--- config.mk ---
export PLATFORM = sky130hd
export DESIGN_NAME = hngr_ram
export DESIGN_NICKNAME = d
export VERILOG_FILES = /design/src/sv/hngr_ram.sv
export SDC_FILE = /design/constraint.sdc
export NUM_CORES = 1
export LEC_CHECK = 0
export BUFFER_PORTS_ARGS = -buffer_cell sky130_fd_sc_hd__buf_2
export CELL_PAD_IN_SITES_DETAIL_PLACEMENT = 0
export CELL_PAD_IN_SITES_GLOBAL_PLACEMENT = 1
export CORE_MARGIN = 2
export CORE_UTILIZATION = 49
export CTS_CLUSTER_SIZE = 8
export DETAILED_ROUTE_END_ITERATION = 8
export GPL_ROUTABILITY_DRIVEN = 0
export PLACE_DENSITY_LB_ADDON = 0.1
export SLEW_MARGIN = 40
export SYNTH_ARGS = -nofsm -noshare
export SYNTH_HDL_FRONTEND = slang
export SYNTH_SLANG_ARGS = --single-unit
--- constraint.sdc ---
create_clock -name clk -period 3.8 [get_ports clk]
set_input_delay 0.38 -clock clk [delete_from_list [all_inputs] [get_ports clk]]
set_output_delay 0.38 -clock clk [all_outputs]
set_load 0.05 [all_outputs]
--- src/sv/hngr_ram.sv ---
// Generic single-write, single-read RAM with registered read data.
module hngr_ram #(
  parameter int WIDTH = 32,
  parameter int DEPTH = 16
) (
  input  logic                     clk,
  input  logic                     we,
  input  logic [$clog2(DEPTH)-1:0] waddr,
  input  logic [WIDTH-1:0]         wdata,
  input  logic [$clog2(DEPTH)-1:0] raddr,
  output logic [WIDTH-1:0]         rdata
);

  logic [WIDTH-1:0] mem [DEPTH];

  always_ff @(posedge clk) begin
    if (we) begin
      mem[waddr] <= wdata;
    end
    rdata <= mem[raddr];
  end

endmodule

After elaboration in Yosys (flattened, before gate mapping)
Memory sizes are Yosys's and may differ from the RTL's. A register that Yosys moved wholly into a read port is not among the register bits.
Cells that the tools add are included.
{"block": "totals", "reg_bits": 0, "ramBits": 512, "inputBits": 42, "word_cells": 3, "mem_count": 1}
{"block": "op_classes", "n_mux": 2}
{"name": "mem", "words": 16, "width": 32, "read_ports": 1, "rd_ports_with_merged_regs": 1, "write_ports": 1, "line": "14", "rtl": "logic [WIDTH-1:0] mem [DEPTH];"}
{"operator": "two-way mux 1 bit", "count": 2}

Depth between registers and ports, before layout
{"block": "depth", "word_depth": 2, "mapped_depth": 5, "ltp_nobuf": 3}

Worst setup path before layout
OpenSTA, ideal clock, no wires.
{"block": "synth_path", "kind": "input-to-reg", "startpoint": "input port waddr[2]", "endpoint": "memory mem[0][0] (enable)", "t_arrival_ns": 3.098, "required_time_ns": 3.339, "setup_slack_ns": 0.240, "path_stages": 2, "n_path_buf": 0, "path_cell_list": "or3b_2 > nor3_1"}
{"item": "from (decl)", "line": "8", "rtl": "input logic [$clog2(DEPTH)-1:0] waddr,"}
{"item": "to (decl)", "line": "14"}
Straight into the memory's write port.

==> impl_metrics.json <==
{
  "outcome": "complete, no violations",
  "post-cts-setup-buffers": 0,
  "floorplan.rows": 73,
  "synth_top_area_share": 0.7744,
  "first_global_vias": 10070,
  "coreArea_um2": 39820,
  "cp_data_required_time_ns": 4.25,
  "ys.flop_type": "edfxtp_1",
  "postRouteWirelength_um": 44000,
  "detailroute.via_count": 9262,
  "hold_path.class": "primary input to register",
  "synthArstFlopShare": 0,
  "detailedRoute.firstPassIterationCount": 5,
  "dr_iter_0_viols": 792,
  "yosysSeqAreaShare": 0.8067,
  "max_cap_viol_count": 0,
  "rr_startpoint": "mem[3][17]",
  "destination_of_the_worst_hold_path": "mem[0][11]",
  "rsz_0062_raised_after_global_routing": "no",
  "hp-start": "wdata[11]",
  "die-width_um": 205.3,
  "worst_path_max_fanout": 53,
  "setup_violations": 0,
  "fin_tns_setup_ns": 0,
  "yosys.cell_types.count": 18,
  "final.setup_skew_ns": 0.01656,
  "grt_max_degree": 54,
  "post_synth_inst_count": 838,
  "antenna_violating_nets_post_route": 0,
  "tightest_slew_ns": 0.8401,
  "start_util": 0.4986,
  "floorplan.io_pins": 74,
  "clk_transition_reported_paths_ns": 0.05,
  "clkLatencyLatePin_ns": 0.58,
  "p_per_area_nw_per_um2": 589.0,
  "postCtsHoldBufs": 0,
  "yosys.area.top_type": "edfxtp_1",
  "numPortBuffers": 73,
  "period_share": 0.4744,
  "clock_path_buffers": 3,
  "worst-r2r-cell-count": 3,
  "crit_arrival_ns": 2.26,
  "track_usage": 0.2208,
  "yosys_warnings": 0,
  "grt_pass1_wl_um": 65580,
  "drt-wirelength-per-cell_um": 28.26,
  "drc": 0,
  "grt_overflow_total": 0,
  "p_leak_nw": 7.568,
  "final-max-slew-violation-count": 0,
  "max-vdd-ir-drop_mv": 0.3863,
  "final_hold_viol_count": 0,
  "timing_worst_setup_path_type": "primary input to register",
  "sinks_on_the_clock_net": 544,
  "worst_hold_margin_ns": 0.1719,
  "dieArea_um2": 42140,
  "r2r_end": "rdata[17]",
  "flow.area_growth_from_synthesis_pct": 17.53,
  "grt_antenna_before_repair": 1,
  "worst_setup_path_end_kind": "register",
  "synth_enable_flop_cells": 512,
  "synthesis.area_um2": 19850,
  "cp-start-kind": "primary input",
  "post_route_cells_drive_above_1_share": 0.3249,
  "die-height_um": 205.3,
  "postSynthRegisterBits": 544,
  "tritoncts": "built",
  "cp-startpoint": "raddr[0]",
  "viasPerCell": 5.949,
  "cts_max_level": 3,
  "r2r_setup_slack_ns": 2.47,
  "detailed_place_hpwl_um": 22770,
  "cts-root-buf": "clkbuf_16",
  "fmax_mhz": 554.8,
  "mappedNetlistNets": 880,
  "number_of_cts_inserted_buffers": 77,
  "synthesis.area_per_instance_um2": 23.69,
  "timing.final.crit_period_ns": 1.803,
  "synth.area.top_cells": "edfxtp_1, mux4_2, dfxtp_1",
  "whs_path_depth": 1,
  "worst_slew_margin_rel": 0.4400,
  "cts_repair_resize_count": 0,
  "design.final.nets": 1018
}
==> worst max-delay path by stage <==
stage | cells past startpoint | to
2_1_floorplan | 2 | mem[0][0]
3_3_place_gp | 5 | rdata[4]
3_5_place_dp | 5 | rdata[12]
4_1_cts | 5 | rdata[12]
5_1_grt | 5 | rdata[12]
6_report | 5 | rdata[14]
==> cell usage in the layout, fill, tap and decap left out, types with 5 or more instances in the layout <==
cell type  instances
clkbuf_16         80
clkbuf_1          50
dfxtp_1           32
mux4_2           128
nor2_4            13
nand2_1           33
buf_4             24
a22oi_1           64
buf_2             71
edfxtp_1         512
buf_12             5
==> flip-flops by register name, summed over array words and instances, names as in the netlist <==
register,flops
mem,512
rdata,32
==> synth_stat cells (2+ instances only) <==
library cell,number
edfxtp_1,512
mux4_2,128
a22oi_1,64
nand2_1,33
dfxtp_1,32
clkbuf_1,17
nor2_1,13
buf_4,11
buf_1,9
buf_2,4
nor3_1,4
buf_6,2
nand2b_1,2
nand3b_1,2
nor2b_1,2
==> metrics by stage <==
step / area [um^2] / setup WS, ns / cells / total power [W] / util
floorplan: 19850 / 0.2404 / 838 / 0.007329 / -
global placement: 21070 / 1.439 / 1421 / 0.007587 / 0.5291
detailed placement: 21100 / 1.354 / 1422 / 0.007611 / 0.5298
CTS: 23330 / 1.971 / 1556 / 0.01388 / 0.5859
global route: 23330 / 1.825 / 1556 / 0.01416 / 0.5859
finish: 23330 / 1.997 / 1557 / 0.01374 / 0.5859
==> where the power goes <==
group	internal (W)	switching, W	total [W]	leakage, nW
clock network	0.00388	0.00237	0.00626	1.07
logic	0.000243	0.000479	0.000722	1.61
registers	0.00672	0.0000394	0.00676	4.89
total	0.0108	0.00289	0.0137	7.57
==> routing by layer <==
metal  GRT usage  vias to the layer above  share of wire
li1            -                     3880              -
met1      0.3083                     4981           0.43
met2      0.3602                      328           0.50
met3     0.03864                       73          0.056
met4     0.06809                        0          0.021
met5           0                        -              0
==> critical path, cell delays in order <==
cell and delay (ns):
clkbuf_8 0.44, buf_12 0.43, mux4_2 0.57, a22oi_1 0.24, nand2_1 0.09
==> layout make-up <==
cell class	count	area, um^2
well taps	525	656.9
repair buffers	102	676.9
flip-flops and latches	544	16020
clock inverters	4	42.54
fillers	2939	16490
multi-input cells	251	3750
diodes	1	2.502
clock buffers	130	2190
==> kinds of logic (layout without fill, tap and decap cells) <==
group,Yosys count,in the layout,synth area share
AND/OR/NAND/NOR,59,59,0.01273
multiplexers,128,128,0.1452
buffers and inverters,43,236,0.01122
other,0,1,0
AO/OA/AOI/OAI,64,64,0.02420
flip-flops,544,544,0.8067
Note: power is estimated with default switching activity, not from simulation.
