--- src/sv/hngr_pkg.sv ---
// Package for the hashed n-gram id block: sizes, codes and shared types.
package hngr_pkg;

  localparam int NE_N        = 4;
  localparam int NE_K        = 4;
  localparam int HIST_DEPTH  = NE_N - 1;
  localparam int SLOT_DEPTH  = (NE_N - 1) * NE_K;
  localparam int WT_DEPTH    = SLOT_DEPTH * NE_N;
  localparam int SLOT_W      = $clog2(SLOT_DEPTH);
  localparam int WT_W        = $clog2(WT_DEPTH);
  localparam int HCNT_W      = $clog2(NE_N);
  localparam int J_W         = $clog2(NE_N + 1);
  localparam int N_W         = $clog2(NE_N);
  localparam int K_W         = $clog2(NE_K + 1);
  localparam int VAL_W       = 31;
  localparam int TOK_W       = 32;
  localparam int PROD_W      = 2 * VAL_W;
  localparam int CNT_W       = $clog2(PROD_W);
  localparam int CFG_W       = 4;
  localparam int QDEPTH      = 2;

  typedef enum logic [1:0] {
    REQ_WEIGHT  = 2'd0,
    REQ_MODULUS = 2'd1,
    REQ_OFFSET  = 2'd2,
    REQ_TOKEN   = 2'd3
  } req_t;

  typedef enum logic {
    REG_GRAMS  = 1'b0,
    REG_HASHES = 1'b1
  } reg_idx_t;

  typedef enum logic [2:0] {
    B_IDLE,
    B_RDSLOT,
    B_SLOTDATA,
    B_TERM,
    B_MUL,
    B_DIV,
    B_ACC,
    B_RESULT
  } back_state_t;

  typedef struct packed {
    logic [TOK_W-1:0]                  tok;
    logic [HIST_DEPTH-1:0][TOK_W-1:0]  hist;
    logic [HCNT_W-1:0]                 hcount;
  } job_t;

  typedef struct packed {
    logic [SLOT_W-1:0] slot;
    logic [TOK_W-1:0]  id;
    logic              last;
  } res_t;

  typedef struct packed {
    logic             we;
    logic [WT_W-1:0]  addr;
  } wt_wr_t;

  typedef struct packed {
    logic              we;
    logic [SLOT_W-1:0] addr;
  } slot_wr_t;

endpackage

--- src/sv/hngr_back.sv ---
// Back part: works through the slots of one token job with a shared multiplier and remainder unit.
module hngr_back
  import hngr_pkg::*;
(
  input  logic               clk,
  input  logic               rst,
  input  logic [CFG_W-1:0]   cfg_g,
  input  logic [CFG_W-1:0]   cfg_h,
  input  logic               job_empty,
  input  job_t               job_in,
  output logic               job_pop,
  output logic               idle,
  output logic [SLOT_W-1:0]  slot_raddr,
  input  logic [VAL_W-1:0]   mod_rdata,
  input  logic [VAL_W-1:0]   off_rdata,
  output logic [WT_W-1:0]    wt_raddr,
  input  logic [VAL_W-1:0]   wt_rdata,
  input  logic               out_free,
  output logic               out_we,
  output res_t               out_res
);

  back_state_t       state;
  back_state_t       state_next;
  job_t              job;
  logic [SLOT_W-1:0] slot;
  logic [N_W-1:0]    n;
  logic [K_W-1:0]    k;
  logic [J_W-1:0]    j;
  logic [VAL_W-1:0]  mod_r;
  logic [VAL_W-1:0]  off_r;
  logic [VAL_W-1:0]  acc;
  logic [VAL_W-1:0]  rem;
  logic [VAL_W-1:0]  tcur;
  logic [PROD_W-1:0] prod;
  logic [CNT_W-1:0]  cnt;
  logic [CFG_W-1:0]  geff;
  logic [CFG_W-1:0]  heff;
  logic [TOK_W-1:0]  tsel;
  logic              tavail;
  logic              term_ok;
  logic              last_slot;
  logic [VAL_W:0]    rem_sh;
  logic [VAL_W:0]    acc_sum;

  assign geff = (cfg_g > CFG_W'(NE_N)) ? CFG_W'(NE_N) : cfg_g;
  assign heff = (cfg_h > CFG_W'(NE_K)) ? CFG_W'(NE_K) : cfg_h;
  assign last_slot = (CFG_W'(n) == geff - CFG_W'(2)) && (CFG_W'(k) == heff - CFG_W'(1));

  always_comb begin
    tsel   = job.tok;
    tavail = (j == '0);
    for (int i = 0; i < HIST_DEPTH; i++) begin
      if (j == J_W'(i + 1)) begin
        tsel   = job.hist[i];
        tavail = (HCNT_W'(i) < job.hcount);
      end
    end
  end

  assign term_ok = (j < J_W'(n) + J_W'(2)) && (mod_r != '0) && tavail && !tsel[TOK_W-1];
  assign rem_sh  = {rem, prod[PROD_W-1]};
  assign acc_sum = {1'b0, acc} + {1'b0, rem};

  always_comb begin
    state_next = state;
    unique case (state)
      B_IDLE:     if (!job_empty) state_next = B_RDSLOT;
      B_RDSLOT:   state_next = B_SLOTDATA;
      B_SLOTDATA: state_next = B_TERM;
      B_TERM:     state_next = term_ok ? B_MUL : B_RESULT;
      B_MUL:      state_next = B_DIV;
      B_DIV:      if (cnt == CNT_W'(PROD_W - 1)) state_next = B_ACC;
      B_ACC:      state_next = B_TERM;
      B_RESULT: begin
        if (out_free) begin
          state_next = last_slot ? B_IDLE : B_RDSLOT;
        end
      end
      default:    state_next = B_IDLE;
    endcase
  end

  always_comb begin
    job_pop      = (state == B_IDLE) && !job_empty;
    idle         = (state == B_IDLE);
    slot_raddr   = slot;
    wt_raddr     = WT_W'(slot) * WT_W'(NE_N) + WT_W'(j);
    out_we       = (state == B_RESULT) && out_free;
    out_res.slot = slot;
    out_res.id   = {1'b0, acc} + {1'b0, off_r};
    out_res.last = last_slot;
  end

  always_ff @(posedge clk) begin
    if (rst) begin
      state <= B_IDLE;
    end else begin
      state <= state_next;
    end
  end

  always_ff @(posedge clk) begin
    unique case (state)
      B_IDLE: begin
        job  <= job_in;
        slot <= '0;
        n    <= '0;
        k    <= '0;
      end
      B_RDSLOT: begin
        j <= '0;
      end
      B_SLOTDATA: begin
        mod_r <= mod_rdata;
        off_r <= off_rdata;
        acc   <= '0;
      end
      B_TERM: begin
        tcur <= tsel[VAL_W-1:0];
      end
      B_MUL: begin
        prod <= tcur * wt_rdata;
        rem  <= '0;
        cnt  <= '0;
      end
      B_DIV: begin
        rem  <= (rem_sh >= {1'b0, mod_r}) ? VAL_W'(rem_sh - {1'b0, mod_r}) : VAL_W'(rem_sh);
        prod <= {prod[PROD_W-2:0], 1'b0};
        cnt  <= cnt + 1'b1;
      end
      B_ACC: begin
        acc <= (acc_sum >= {1'b0, mod_r}) ? VAL_W'(acc_sum - {1'b0, mod_r})
                                          : VAL_W'(acc_sum);
        j   <= j + 1'b1;
      end
      B_RESULT: begin
        if (out_free) begin
          slot <= slot + 1'b1;
          if (CFG_W'(k) == heff - CFG_W'(1)) begin
            k <= '0;
            n <= n + 1'b1;
          end else begin
            k <= k + 1'b1;
          end
        end
      end
      default: begin
      end
    endcase
  end

endmodule

--- config.mk ---
export PLATFORM = sky130hd
export DESIGN_NAME = hngr_back
export DESIGN_NICKNAME = d
export VERILOG_FILES = /design/src/sv/hngr_pkg.sv /design/src/sv/hngr_back.sv
export SDC_FILE = /design/constraint.sdc
export NUM_CORES = 2
export LEC_CHECK = 0
export BUFFER_PORTS_ARGS = -buffer_cell sky130_fd_sc_hd__buf_2
export CORE_MARGIN = 2
export CORE_UTILIZATION = 45
export CTS_CLUSTER_SIZE = 25
export DETAILED_ROUTE_END_ITERATION = 8
export PLACE_DENSITY = 0.69
export SYNTH_ARGS = -nofsm -noshare
export SYNTH_HDL_FRONTEND = slang
export SYNTH_SLANG_ARGS = --single-unit
--- constraint.sdc ---
create_clock -name clk -period 15.7 [get_ports clk]
set_input_delay 4.71 -clock clk [delete_from_list [all_inputs] [get_ports clk]]
set_output_delay 4.71 -clock clk [all_outputs]
set_load 0.01 [all_outputs]
* Yosys cells after proc, flatten, opt, wreduce, memory -nomap -nowiden
Index checks and enable logic that the tools add are counted.
** Cells by class
- Muxes and demuxes :: 29
- $mul :: 1
- Magnitude comparators :: 8
- Reductions and logical operators :: 19
- $add $sub $neg :: 13
- Equality and inequality tests :: 17
** Operator list (number)
- $pmux 31 s2 :: 2
- $pmux 62 s2 :: 1
- $mux 32 :: 3
- $add 31x31->32 :: 2
- $ge 32x31->1 :: 2
- $mul 31x31->62 :: 1
- $mux 31 :: 2
- $sub 31x31->31 :: 2
- $reduce_bool 31->1 :: 1
- $pmux 3 s7 :: 1
- $mux 3 :: 5
- $eq 3x2->1 const B :: 4
- $eq 3x3->1 const B :: 4
- $mux 4 :: 3
- $pmux 3 s2 :: 2
- $pmux 6 s2 :: 1
- $gt 4x3->1 const B :: 2
- $pmux 4 s2 :: 1
- $reduce_bool 2->1 :: 4
- $add 3x1->3 const B :: 2
- $add 6x1->6 const B :: 1
- $add 6x3->6 :: 1
- $eq 3x1->1 const B :: 2
- $eq 6x6->1 const B :: 1
- other kinds (21) :: 37
** Word-level totals
- Flip-flop bits (word level) :: 368
- Output and inout port bits :: 50
- Input bits :: 235
- Logic and storage cells :: 104

* Depth between registers and ports, before layout
- Depth in word-level cells :: 8
- Depth in mapped cells :: 29
- Depth with buffers taken out :: 27

* Worst setup path after synthesis
Ideal clock, no wire load.
- Path kind :: register -> output
- Start :: register state[0]
- End :: output port idle
- Data required time :: 10.990 ns
- Cell stages (with the launch flop) :: 3
- Path buffers :: 1
- Path slack :: 1.387 ns
- Arrival :: 9.603 ns
- Cells stage by stage :: dfxtp_1 -> clkbuf_1 -> nor3_1
** On the way
- Longest elaborated chain between the ends :: 1
** Ends and longest elaborated chain
- start: declaration :: RTL line hngr_back.sv:23 : back_state_t state;
- start signal: assignment :: RTL line hngr_back.sv:99 : state <= state_next;
- $logic_not 3->1 :: RTL line hngr_back.sv:86 : idle = (state == B_IDLE);
- end: declaration :: RTL line hngr_back.sv:12 : output logic idle,
Every way passes these cells.

* Worst setup path in the final report
- Start :: input port wt_rdata[9]
- End :: register prod[60], data pin
** On the way
- Longest elaborated chain between the ends :: 2
** Ends and longest elaborated chain
- start: declaration :: RTL line hngr_back.sv:17 : input logic [VAL_W-1:0] wt_rdata,
- $mul 31x31->62 :: RTL line hngr_back.sv:123 : prod <= tcur * wt_rdata;
- $pmux 62 s2 :: RTL line hngr_back.sv:104 : unique case (state)
- end signal: assignment :: RTL line hngr_back.sv:123
- end signal: assignment :: RTL line hngr_back.sv:129 : prod <= {prod[PROD_W-2:0], 1'b0};
- end: declaration :: RTL line hngr_back.sv:35 : logic [PROD_W-1:0] prod;
Every way passes these cells.
A chain may end at the register's enable or synchronous reset.

==> results.toml <==
[sta]
period_needed_ns = 12.32
slew_headroom_pct = 19.4
hold_viol_final = 0
finalWorstSetupSlack_ns = 3.38
setup_violations = 0
fin_skew_ns = 0.0430
rsz0062_at_grt = "no"
finalMaxSlewViolations = 0
holdWs_ns = 0.518
fin_crit_sh_pct = 78.5
worst_pin_slew_ns = 1.20
fmax_ghz = 0.0811
fin_setup_tns_ns = 0

[synth]
synthArstFlopShare_pct = 0
synth-seq-area-share_pct = 21.4
synth_cells = 5304
yosysWarnings = 0
yosys_most_used_dff = "edfxtp_1"
syn_nets = 6774
syn-mean-instance-area_um2 = 9.70
syn_area_um2 = 51400
netlist.area_leader.share_pct = 32.7
ys_top_cells_by_area = "fa_1 (33%), edfxtp_1 (21%), ha_1 (9.6%), and2_1 (6.2%), inv_1 (6.1%)"
ys_seq_elements = 368
yosysTopAreaCell = "fa_1"
ys_types = 76
synth_edf_count = 365

[clocking]
clkLatencyLatePin_ns = 0.62
clk_pin_slew_ns = 0.06
numCtsBuffers = 42
htree_levels = 2
post_cts_resized = 0
clkSinkCount = 368
clock_tree.root_cell = "clkbuf_16"
post_cts.repair.setup_buffers = 0
clk_path_buf_depth = 3
cts_tree = "yes"
cts_hold_buf = 0

[critical_path]
rr_startpoint = "tcur[11]"
endpoint_kind = "flip-flop"
rrSetupSlack_ns = 7.34
cp-start-kind = "input pin"
cp_slowest_cell = "buf_2"
reg2reg_depth = 24
cpPeakStageDelay_ns = 0.58
cp_top_family = "adder cells"
worst_r2r_endpoint = "prod[60]"
crit_fanout = 31
critPathKind = "in2reg"
crit_arrival_ns = 12.65
cp_cell_sequence = "buf_2 > and2_1 > fa_1 > fa_1 > inv_1 > fa_1 > fa_1 > fa_1 > inv_1 > fa_1 > fa_1 > fa_1 > ha_1 > a21oi_1 > o21ai_0 > a21oi_1 > o21ai_0 > a21oi_1 > a21oi_1 > a41o_1 > a311o_1 > a221oi_1 > xor2_1 > a21oi_1"
crit_required_ns = 16.03
path_common_cell = "fa_1"
crit_start = "wt_rdata[9]"
worst-path-buf-inv = 3

[route]
routedWlPerCell_um = 19.3
routed_wirelength_um = 134000
drc_errors = 0
ant_nets = 0
drtIter0Drc = 2452
vias = 37600
vias_per_cell = 5.41
drt-pass1-iter-count = 5

[die]
io_pins = 285
start_util_pct = 45.2
row_count = 124
die_h_um = 342
core_area_um2 = 114000
dieArea_um2 = 117000
die_w_um = 342

[min_path]
hp-class = "reg2reg"
min-delay-start = "prod[2]"
hold_depth = 2
hold_path_end = "prod[3]"

[placement]
post-place-cells = 6872
portBuffers = 284
gp_congestion = 0.908
dp_worst_setup_slack_ns = 2.77
place_hpwl_um = 100000

[grt]
grt_pass1_wl_um = 216000
grt_max_degree = 91
grt_overflow = 0
grt_pass1_vias = 39600
grtUsageTotal_pct = 23.4
antenna_found_initial = 6

[final_layout]
final_cells = 6947
layout_common_cells = "fa_1 (841), inv_1 (833), nand2_1 (679)"
final_common_cell = "fa_1"
ff_latch_area_um2 = 11000
fillers = 10600
multiInputGateArea_um2 = 36300
area_delta_synth_final_pct = 7.77
drive_above_1_share_pct = 7.91
nNetsFinal = 6874

[outcome]
run_status = "completed"

[flow_run]
maxCapViolCount = 0
==> cell usage after synthesis, types with 28 or more instances <==
cell,n
a21o_1,89
a21oi_1,273
and2_1,509
clkbuf_1,252
edfxtp_1,365
fa_1,841
ha_1,394
inv_1,833
mux2i_1,46
nand2_1,680
nand2b_1,30
nand3_1,40
nand4_1,28
nor2_1,239
nor2b_1,41
o21a_1,35
o21ai_0,169
xnor2_1,97
xor2_1,70
==> cell type report <==
cell class | count | area share [%]
Timing Repair Buffer | 330 | 3.19
Tap cell | 1512 | 3.41
Clock inverter | 26 | 0.512
Sequential cell | 368 | 19.9
Antenna cell | 2 | 0.00903
Inverter | 834 | 5.66
Clock buffer | 47 | 1.93
Multi-Input combinational cell | 3828 | 65.4
==> worst max-delay path by stage <==
stage	endpoint	slack, ns	cells past startpoint
5_1_grt	prod[58]	3.05	24
3_3_place_gp	prod[60]	2.93	24
3_5_place_dp	prod[60]	2.77	24
2_1_floorplan	idle	1.39	2
4_1_cts	prod[60]	3.42	24
6_report	prod[60]	3.38	24
==> worst register-to-register path: stages, from the launching register on <==
cell	delay [ns]
edfxtp_1	0.34
buf_4	0.47
and2_1	0.27
fa_1	0.43
fa_1	0.50
inv_1	0.06
fa_1	0.57
fa_1	0.45
fa_1	0.54
inv_1	0.05
fa_1	0.47
fa_1	0.51
fa_1	0.43
ha_1	0.41
a21oi_1	0.25
o21ai_0	0.19
a21oi_1	0.17
o21ai_0	0.13
a21oi_1	0.32
a21oi_1	0.27
a41o_1	0.32
a311o_1	0.39
a221oi_1	0.31
xor2_1	0.17
a21oi_1	0.08
==> per-stage QoR <==
stage               util [%]  instance area (µm²)
finish                  48.7                55400
global route            48.7                55400
CTS                     48.7                55400
detailed placement      47.5                54100
global placement        47.5                54100
floorplan                  -                51400
==> flip-flops by register name (all words and copies together), names as in the netlist, 3 cells and up <==
register    flops
acc            31
mod_r          31
k               3
slot_raddr      4
job           130
cnt             6
j               3
off_r          31
tcur           31
prod           62
rem            31
state           3
==> metal layers <==
metal	vias up	global-route usage, %	wire [µm]
li1	17000	-	-
met3	287	4.19	10300
met1	18900	31.1	55000
met2	1372	38.8	64700
met5	-	0	57
met4	10	7.51	4320
==> logic make-up (layout without fill, tap and decap cells) <==
group,after synthesis,count (layout),share of synthesized area (%)
compound gates,717,717,8.65
xor+xnor,167,167,2.84
flops,368,368,21.4
fa+ha+maj,1235,1235,42.3
mux,46,46,0.895
simple gates,1663,1663,15.7
other cells,0,2,0
buf+inv,1108,1237,8.21
Power is left out: the tool's default activity adds up to more than one toggle a clock period on the data nets, which glitch-free logic cannot reach.
