`config.mk`:
```
export PLATFORM = sky130hd
export DESIGN_NAME = hngr_front
export DESIGN_NICKNAME = d
export VERILOG_FILES = /design/src/sv/hngr_pkg.sv /design/src/sv/hngr_front.sv
export SDC_FILE = /design/constraint.sdc
export NUM_CORES = 1
export LEC_CHECK = 0
export BUFFER_PORTS_ARGS = -buffer_cell sky130_fd_sc_hd__buf_2
export CAP_MARGIN = 20
export CORE_MARGIN = 1
export CORE_UTILIZATION = 45
export DETAILED_ROUTE_END_ITERATION = 16
export HOLD_SLACK_MARGIN = 0.03
export PLACE_DENSITY = 0.78
export SLEW_MARGIN = 20
export SYNTH_ARGS = -nofsm -noshare
export SYNTH_HDL_FRONTEND = slang
export SYNTH_SLANG_ARGS = --single-unit
```
`constraint.sdc`:
```
create_clock -name clk -period 2.7 [get_ports clk]
set_clock_uncertainty 0.2 [all_clocks]
set_input_delay 0.27 -clock clk [delete_from_list [all_inputs] [get_ports clk]]
set_output_delay 0.27 -clock clk [all_outputs]
set_load 0.1 [all_outputs]
```
`src/sv/hngr_pkg.sv`:
```
// Package for the hashed n-gram id block: sizes, codes and shared types.
package hngr_pkg;

  localparam int NE_N        = 4;
  localparam int NE_K        = 4;
  localparam int HIST_DEPTH  = NE_N - 1;
  localparam int SLOT_DEPTH  = (NE_N - 1) * NE_K;
  localparam int WT_DEPTH    = SLOT_DEPTH * NE_N;
  localparam int SLOT_W      = $clog2(SLOT_DEPTH);
  localparam int WT_W        = $clog2(WT_DEPTH);
  localparam int HCNT_W      = $clog2(NE_N);
  localparam int J_W         = $clog2(NE_N + 1);
  localparam int N_W         = $clog2(NE_N);
  localparam int K_W         = $clog2(NE_K + 1);
  localparam int VAL_W       = 31;
  localparam int TOK_W       = 32;
  localparam int PROD_W      = 2 * VAL_W;
  localparam int CNT_W       = $clog2(PROD_W);
  localparam int CFG_W       = 4;
  localparam int QDEPTH      = 2;

  typedef enum logic [1:0] {
    REQ_WEIGHT  = 2'd0,
    REQ_MODULUS = 2'd1,
    REQ_OFFSET  = 2'd2,
    REQ_TOKEN   = 2'd3
  } req_t;

  typedef enum logic {
    REG_GRAMS  = 1'b0,
    REG_HASHES = 1'b1
  } reg_idx_t;

  typedef enum logic [2:0] {
    B_IDLE,
    B_RDSLOT,
    B_SLOTDATA,
    B_TERM,
    B_MUL,
    B_DIV,
    B_ACC,
    B_RESULT
  } back_state_t;

  typedef struct packed {
    logic [TOK_W-1:0]                  tok;
    logic [HIST_DEPTH-1:0][TOK_W-1:0]  hist;
    logic [HCNT_W-1:0]                 hcount;
  } job_t;

  typedef struct packed {
    logic [SLOT_W-1:0] slot;
    logic [TOK_W-1:0]  id;
    logic              last;
  } res_t;

  typedef struct packed {
    logic             we;
    logic [WT_W-1:0]  addr;
  } wt_wr_t;

  typedef struct packed {
    logic              we;
    logic [SLOT_W-1:0] addr;
  } slot_wr_t;

endpackage

```
`src/sv/hngr_front.sv`:
```
// Front part: accepts requests, writes tables, keeps the row history, queues token jobs.
module hngr_front
  import hngr_pkg::*;
(
  input  logic              clk,
  input  logic              rst,
  input  logic              push,
  output logic              full,
  input  logic [1:0]        req_type,
  input  logic [9:0]        table_index,
  input  logic [TOK_W-1:0]  token,
  input  logic              row_start,
  input  logic              emit_ids,
  input  logic [CFG_W-1:0]  cfg_g,
  input  logic [CFG_W-1:0]  cfg_h,
  input  logic              back_idle,
  input  logic              q_full,
  input  logic              q_empty,
  output logic              q_push,
  output job_t              q_din,
  output wt_wr_t            wt_wr,
  output slot_wr_t          mod_wr,
  output slot_wr_t          off_wr
);

  logic [HIST_DEPTH-1:0][TOK_W-1:0] hist;
  logic [HCNT_W-1:0]                hcount;
  logic [HCNT_W-1:0]                base_count;
  logic                             is_token;
  logic                             accept;
  req_t                             req;

  assign req        = req_t'(req_type);
  assign is_token   = (req == REQ_TOKEN);
  assign full       = is_token ? q_full : !(back_idle && q_empty);
  assign accept     = push && !full;
  assign base_count = row_start ? '0 : hcount;

  assign q_push       = accept && is_token && emit_ids && (cfg_g >= CFG_W'(2))
                        && (cfg_h != '0);
  assign q_din.tok    = token;
  assign q_din.hist   = hist;
  assign q_din.hcount = base_count;

  assign wt_wr.we   = accept && (req == REQ_WEIGHT) && (table_index < 10'(WT_DEPTH));
  assign wt_wr.addr = table_index[WT_W-1:0];
  assign mod_wr.we  = accept && (req == REQ_MODULUS) && (table_index < 10'(SLOT_DEPTH));
  assign mod_wr.addr = table_index[SLOT_W-1:0];
  assign off_wr.we  = accept && (req == REQ_OFFSET) && (table_index < 10'(SLOT_DEPTH));
  assign off_wr.addr = table_index[SLOT_W-1:0];

  always_ff @(posedge clk) begin
    if (rst) begin
      hist   <= '0;
      hcount <= '0;
    end else if (accept && is_token) begin
      for (int i = HIST_DEPTH - 1; i > 0; i--) begin
        hist[i] <= hist[i-1];
      end
      hist[0] <= token;
      if (base_count < HCNT_W'(HIST_DEPTH)) begin
        hcount <= base_count + 1'b1;
      end else begin
        hcount <= base_count;
      end
    end
  end

endmodule

```
Word level (Yosys, flattened, before mapping)
Cells that the tools add are included.
W data, S select, Z words.
Cells by class
  add/sub/neg operators: 1
  $lt $le $gt $ge: 4
  equal/unequal tests: 3
  muxes and demuxes: 3
  reduce and logical (&&, ||, !) cells: 16
Operators with widths (number)
  $logic_and A1 B1 Y1: 12
  $lt A10 B4 Y1 const B: 1
  $lt A10 B6 Y1 const B: 1
  $eq A2 B2 Y1 const B: 2
  $ge A4 B2 Y1 const B: 1
  $mux W2: 2
  $reduce_bool A4 Y1: 1
  $add A2 B1 Y2 const B: 1
  $eq A2 B1 Y1 const B: 1
  $logic_not A1 Y1: 2
  $logic_not A2 Y1: 1
  $lt A2 B2 Y1 const B: 1
  $mux W1: 1
Storage, ports and cells
  bits in registers: 98
  output and inout port bits: 149
  word-level logic and storage cells: 31

Depth between registers and ports, before layout
Gate-level depths: netlist (run 1).
  depth in word-level cells: 9
  depth in mapped cells: 5
  depth with buffers taken out: 3

Least setup slack after synthesis (run 1)
Ideal clock, no wire load.
  path kind: input to output
  start point: input req_type[1]
  end point: output mod_wr[4] (netlist name)
  arrival: 3.862 ns
  required time: 2.230 ns
  path slack: -1.632 ns
  stages: 3
  path through: nand2_1 > mux2_2 > nor4_1
RTL lines
  start: declaration: line hngr_front.sv:9  | input logic [1:0] req_type,
  end: declaration: line hngr_front.sv:22  | output slot_wr_t mod_wr,

==> summary by stage, run 1 <==
Run status
The flow ran to the end, and the final reports show no timing, DRC or antenna violations.

Critical path
STA classifies the critical path startpoint as an input port. On the critical path, the stage with the largest delay is an instance of sky130_fd_sc_hd__or4_4. The most numerous cell type found on the critical path is sky130_fd_sc_hd__buf_2. The critical path in this run is classified as in2out. STA classifies the critical path endpoint as an output pin. The category of cells accounting for the largest share of critical-path delay is simple AND/OR/NAND/NOR gates.

The data arrival time of the worst path is 1.83 ns. The count of buffering cells on the critical path with inverters included is 2. Traced cell by cell, the critical path runs through buf_2, or3b_1, or4_4, nor2_2, buf_2. The top fanout value on the critical path is 2.

The worst path required time is 2.23 ns. The maximum single-stage delay on the critical path is 0.53 ns.

GRT
The number of antenna violations at the first check in global routing is 0. The global-route wire length before repair is 15,700 um. The pin count of the biggest net entering global routing is slightly below 100. The via count of the first global-routing pass is ~3,400.

The overflow left after global routing is 0. Global routing used 22.6% of the available tracks.

Floorplan
The initial utilization of the core area, before any placement, comes to 46.5%. The floorplan step defined a die boundary enclosing 0.00882 sq mm. The die is 93.9 um wide. Row generation in the floorplan step produced 33 rows. After floorplanning, the core was sized to cover 0.00818 sq mm. The number of I/O pins is around 210. The die span in y is 93.9 um.

Route
The average vias per placed instance is 4.91. The residual antenna-violating net count after detailed routing is 0. For this run, design rule violations remaining after detail routing come to 0. The routed design has ~10,000 um of wire. The final route contains 3,788 vias. The final routed wire length divided by cell count is 13.2 um. The number of optimization iterations in the first detailed-route pass is 4.

After the first detailed-routing iteration, the DRC count stood at 153.

Synth
The count of synthesis-stage warnings from yosys is 0. The total nets after synthesis is 548. The sequential cell area fraction in the yosys report is 51.6%. The per-instance average area after synthesis is between 7 and 8 sq um. The synthesized netlist occupies a cell area of approximately 0.0038 sq mm. The synthesized netlist cell count is ~490.

Yosys mapped the design onto 23 distinct sky130hd cell types. The flip-flop and latch count after synthesis is 98.

STA
The final hold violation count is 0. The maximum clock frequency is 0.435 GHz. Setup repair after global routing left no endpoint under its margin. The clock period minus worst slack is ~2.3 ns. Setup violations remaining at the end of the flow were counted as 0. Adding up every negative setup slack in the final design gives 0 ns. The count of final max-slew check failures is 0. The worst pin sits at a relative slew slack of ~53%. Once routing completed, OpenROAD measured the worst setup slack at ~0.40 ns. The final critical-path share of the clock period is 85.1%. The measured slew at the worst slew-check pin is 0.695 ns.

CTS
TritonCTS built the clock tree. After clock tree synthesis, the clock-pin slew on the worst setup and hold paths is 0.10 ns. The number of hold buffers added after CTS was 33. The number of sinks on the clock net is 98. In this run the number of H-tree levels came out at 3. Clock tree synthesis selected as its root buffer the cell sky130_fd_sc_hd__clkbuf_8. In this run the post-CTS setup repair buffer count came out at 0.

The total CTS buffers is 9. The clock passes through at most 2 buffers. The later pin in the worst-skew pair is clocked with a latency of 0.36 ns. Once the clock tree was built, the resizer swapped 0 gates to a different size.

Final layout
In the layout the commonest cells are sky130_fd_sc_hd__buf_2, sky130_fd_sc_hd__nand2_1, sky130_fd_sc_hd__dfxtp_1. The commonest non-fill, non-tap cell in the layout is sky130_fd_sc_hd__buf_2. The non-filler instance count after layout is 771. The net count of the finished layout is 721. After routing the design area is 0.00513 sq mm. The layout overhead on the synthesized area is 35.1%. The number of inserted diodes is 0.

Counting the fill cells in the layout gives 755. The layout cell share with drive strength beyond 1 is roughly a third.

Power
The leakage component of the power is 0.00226 uW. VDD sags by at most between 0.0003 and 0.0004 V. The power density normalized to cell area is about 570 mW/mm^2. The overall power consumption is 2920 uW.

Place
The setup slack after placement is roughly 0.4 ns. Once placement completed, the tool counted placed cells totaling 722. The placement-stage cell area is about 0.0046 sq mm. The number of buffers inserted by port buffering is 199.

The last weighted congestion value of the routability-driven placer is 0.718. Once detailed placement completed, the half-perimeter wirelength came to 6630 um.

Flow run
The number of max-cap violations is 0.

Min path
The class of the most critical hold timing path is in2reg.
worst paths after layout:
kind / cells past startpoint / slack, ns / end / start
hold / removal: 3 / 0.22 / q_din[63]$_SDFFE_PP0P_ / rst
setup reg to reg: 2 / 1.69 / hcount[0]$_SDFFE_PP0P_ / hcount[0]$_SDFFE_PP0P_
setup / recovery: 5 / 0.40 / off_wr[4] / table_index[8]
hold reg to reg: 2 / 0.26 / q_din[91]$_SDFFE_PP0P_ / q_din[91]$_SDFFE_PP0P_
synth_stat cells:
cell type / count / area (sq um)
sky130_fd_sc_hd__dfxtp_1: 98 / 1960
sky130_fd_sc_hd__or2_2: 1 / 6.26
sky130_fd_sc_hd__o41ai_1: 1 / 8.76
sky130_fd_sc_hd__nor4_1: 1 / 6.26
sky130_fd_sc_hd__nor3_1: 2 / 10.0
sky130_fd_sc_hd__inv_1: 1 / 3.75
sky130_fd_sc_hd__buf_2: 7 / 35.0
sky130_fd_sc_hd__or3b_1: 1 / 8.76
sky130_fd_sc_hd__or4_4: 1 / 11.3
sky130_fd_sc_hd__a211oi_1: 2 / 15.0
sky130_fd_sc_hd__a211oi_2: 1 / 12.5
sky130_fd_sc_hd__nand3b_1: 1 / 7.51
sky130_fd_sc_hd__nand4b_1: 1 / 8.76
sky130_fd_sc_hd__and4b_1: 1 / 10.0
sky130_fd_sc_hd__nand2_1: 195 / 732
sky130_fd_sc_hd__buf_1: 1 / 3.75
sky130_fd_sc_hd__a311oi_1: 1 / 8.76
sky130_fd_sc_hd__mux2_2: 1 / 11.3
sky130_fd_sc_hd__clkbuf_1: 24 / 90.1
sky130_fd_sc_hd__buf_4: 46 / 345
sky130_fd_sc_hd__a21oi_1: 97 / 485
sky130_fd_sc_hd__nor2b_1: 1 / 6.26
sky130_fd_sc_hd__nor2_1: 3 / 11.3
cell families (layout without fill, tap and decap cells):
logic type	count (synthesis)	in the layout	share of synthesized area, %
AOI/OAI and AO/OA	102	102	14.0
buffers and inverters	79	257	12.6
DFF	98	98	51.6
muxes	1	1	0.296
and+or+nand+nor	208	208	21.5
sequential cells by signal (all words and copies together), names as in the netlist:
signal and flops:
q_din 96, hcount 2
report_power, final:
part	switching (uW)	leakage, uW	internal [uW]
combinational	431	0.00137	111
sequential	8.56	0.000790	1460
clock	548	0.0000966	362
worst register-to-register path, cell delays in order, from the launching register on:
cell	delay [ns]
sky130_fd_sc_hd__dfxtp_1	0.34
sky130_fd_sc_hd__nor2b_1	0.14
sky130_fd_sc_hd__a311oi_1	0.25
layer usage:
metal | vias up | GRT usage [%] | wire [um]
met5 | - | 0 | 0
met4 | 0 | 9.87 | 206
li1 | 1866 | - | -
met1 | 1746 | 25.2 | 4020
met2 | 156 | 40.4 | 5200
met3 | 20 | 5.74 | 784
through the flow:
stage / hold WS, ns / utilization, %
2_1_floorplan: 0.167 / -
3_3_place_gp: 0.240 / 56.3
3_5_place_dp: 0.247 / 56.3
4_1_cts: 0.229 / 62.8
5_1_grt: 0.241 / 62.8
6_report: 0.219 / 62.8
layout make-up:
| class | count | area [sq um] | area share [%] |
|---|---|---|---|
| flip-flops and latches | 98 | 1960 | 38.2 |
| clock buffers | 9 | 124 | 2.41 |
| clock inverters | 7 | 72.6 | 1.41 |
| inverters | 1 | 3.75 | 0.0731 |
| multi-input cells | 311 | 1390 | 27.0 |
| well taps | 105 | 131 | 2.56 |
| repair buffers | 240 | 1450 | 28.3 |
Note: power is estimated with default switching activity, not from simulation.
==> run 2, diff against run 1 <==
BUFFER_PORTS_ARGS = not set   (was -buffer_cell sky130_fd_sc_hd__buf_2)
DONT_BUFFER_PORTS = 1   (was not set)
PLACE_DENSITY = 0.57   (was 0.78)
==> run 2 against run 1 <==
  * Combinational power down 63%
  * Die area unchanged
  * Critical path depth down 1
  * Critical path type unchanged
  * Critical endpoint is now wt_wr[6]
  * Largest cell class unchanged
==> summary by stage, run 2 (synthesized netlist as in run 1, its figures left out) <==
Run status
The run finished with clean final reports.

GRT
The overflow left after global routing was 0 (unchanged). The layer flagged by global routing as most heavily used is met2. The via count of the first global-routing pass is 2,884 (-16%).

The number of antenna violations at the first check in global routing came to 0 (unchanged). The total routing usage reported by global routing is 19.5% (-3.1 points). The pin count of the biggest net entering global routing is 99 (unchanged). The global-route wire length before repair is 13,500 um (-14%).

The met3 demand-to-capacity share in global routing was 5.99% (+0.24 points). The met1 global-route usage came to 23.1% (-2.2 points). The met2 track demand over resource came to 32.3% (-8.1 points).

Critical path
The minimum setup slack among reg-to-reg paths is 1.08 ns (-0.61 ns). The critical path in this run is classified as in2out. The worst register-to-register path begins at q_din[23]$_SDFFE_PP0P_. The top fanout value on the critical path came to 2 (unchanged).

The worst path required time is 2.23 ns (about the same). The data arrival time of the worst path is 1.77 ns (-0.06 ns). The critical path goes through or3b_1, or4_4, a211oi_4, buf_4.

STA classifies the critical path endpoint as an output pin. The maximum single-stage delay on the critical path is 0.54 ns (about the same). The number of cells on the worst reg-to-reg path is 2 (unchanged). The worst reg2reg path endpoint is q_din[23]$_SDFFE_PP0P_.

Among all stages on the critical path, the largest delay is contributed by sky130_fd_sc_hd__or4_4. The worst setup path is launched from an input port.

STA
The measured slew at the worst slew-check pin was 1.03 ns (+0.331 ns). The total negative setup slack was 0 ns (unchanged). The relative slew slack is 31.5% (-22 points). The final hold violation count is 0 (unchanged). The clock period minus worst slack is 2.24 ns (-0.0569 ns). The maximum clock frequency is 0.446 GHz (+2.5%).

The setup-violating endpoint count in the final report is 0 (unchanged). The final critical-path share of the clock period came to 83.0% (-2.1 points). Setup repair after global routing left no endpoint under its margin. The count of final max-slew check failures came to 0 (unchanged). The worst-case hold slack is 0.120 ns (-0.0994 ns).

CTS
The total CTS buffers is 9 (unchanged). The maximum root-to-sink buffer count is 2 (unchanged). The later-pin clock latency in the skew report was 0.35 ns (about the same).

The hold buffer count at cts was 34 (+3.0%). The number of sinks on the clock net is 98 (unchanged). The post-cts sizing count came to 0 (unchanged). TritonCTS built the clock tree. The clock edge transition at the registers on the reported setup and hold paths is 0.10 ns (about the same). The clock root buffer master is sky130_fd_sc_hd__clkbuf_8. The total number of H-tree levels is 3 (unchanged). The post-CTS repair timing setup buffer count is 0 (unchanged).

Floorplan
The die span in y came to 93.9 um (unchanged). The area of the core came to 0.00818 sq mm (unchanged). The number of I/O pins is 209 (unchanged). The area enclosed by the die boundary is 0.00882 sq mm (unchanged). The number of rows created at floorplan came to 33 (unchanged). The initial standard-cell utilization of the core is 46.5% (unchanged). The overall die width is 93.9 um (unchanged).

Route
The number of design rule violations left after detail routing came to 0 (unchanged). The number of DRC markers in iteration 0 is 119 (-22%). The total routed wirelength came to 8610 um (-16%). The number of optimization iterations in the first detailed-route pass is 4 (unchanged). The count of vias placed by the detailed router is 3,162 (-17%). The final routed wire length divided by cell count is 13.7 um (+3.5%). The average vias per placed instance is 5.04 (+2.5%). The residual antenna-violating net count after detailed routing came to 0 (unchanged).

Power
The leakage component of the power was 0.00163 uW (-28%). The power density normalized to cell area is 582 mW/mm^2 (+2.5%). The peak supply drop came to 0.000426 V (+20%).

Place
The number of buffers inserted by port buffering is 0 (-100%). The last weighted congestion value of the routability-driven placer is 0.698 (-2.8%). The placed wire-length estimate is 5410 um (-18%). The number of placed cells counting well taps came to 578 (-20%). The placement-stage cell area came to 0.00400 sq mm (-13%).

Min path
In this run the most critical hold path is launched from rst. The sink of the worst hold path is q_din[76]$_SDFFE_PP0P_. The cell count of the worst hold path is 2 (-1). The class of the most critical hold timing path is in2reg.

Final layout
The number of inserted diodes is 0 (unchanged). The final cell area excluding filler cells came to 0.00456 sq mm (-11%). The non-filler instance count after layout is 628 (-19%).

The layout cell share with drive strength beyond 1 is 17.0% (-18 points). The number of flip-flops under the largest register name was 96 (unchanged). The final net count is 578 (-20%). Relative to the synthesized area, the layout overhead comes to 20.1%.

The library cells used most frequently in the layout, excluding fill and tap cells, are sky130_fd_sc_hd__nand2_1, sky130_fd_sc_hd__dfxtp_1, sky130_fd_sc_hd__a21oi_1. The commonest non-fill, non-tap cell in the layout is sky130_fd_sc_hd__nand2_1.

Flow run
The number of max-cap violations is 0 (unchanged).
[run 2: power breakdown]
group	internal, uW	leakage, uW	switching (uW)
clock network	461	0.000101	504
registers	1460	0.000790	33.2
logic	63.7	0.000737	140
total	1980	0.00163	677
[run 2: layout make-up]
cell class                 instances  area (sq um)
fill                             775          3610
clock inverter                     5          62.6
multi-input combinational        311          1410
sequential                        98          1960
timing repair buffer              97           856
inverter                           1          3.75
clock buffer                      11           141
tap                              105           131
[run 2: worst max-delay path: cells and delay by family]
| kind | cells | cell delay (ns) |
|---|---|---|
| and+or+nand+nor | 2 | 0.98 |
| AOI/OAI and AO/OA | 1 | 0.21 |
| buffers and inverters | 1 | 0.32 |
[run 2: worst max-delay path by stage]
stage / end / slack (ns) / cells past startpoint / start
final: wt_wr[6] / 0.46 / 4 / table_index[8]
after global routing: wt_wr[6] / 0.42 / 4 / table_index[8]
after CTS: wt_wr[6] / 0.46 / 4 / table_index[8]
after detailed placement: wt_wr[6] / 0.46 / 4 / table_index[8]
after global placement: wt_wr[6] / 0.48 / 4 / table_index[8]
after floorplan: mod_wr[4] / -0.48 / 3 / req_type[1]
[run 2: per-layer routing]
| metal | up-vias | share of wire (%) |
|---|---|---|
| li1 | 1583 | - |
| met1 | 1422 | 43 |
| met2 | 140 | 47 |
| met3 | 17 | 8.1 |
| met4 | 0 | 2.0 |
| met5 | - | 0 |
[run 2: per-stage QoR]
step / util [%] / setup slack [ns] / power, uW
6_report: 55.8 / 0.460 / 2660
5_1_grt: 55.8 / 0.424 / 2760
4_1_cts: 55.8 / 0.459 / 2690
3_5_place_dp: 48.9 / 0.463 / 1660
3_3_place_gp: 48.9 / 0.485 / 1660
2_1_floorplan: - / -0.477 / 1970
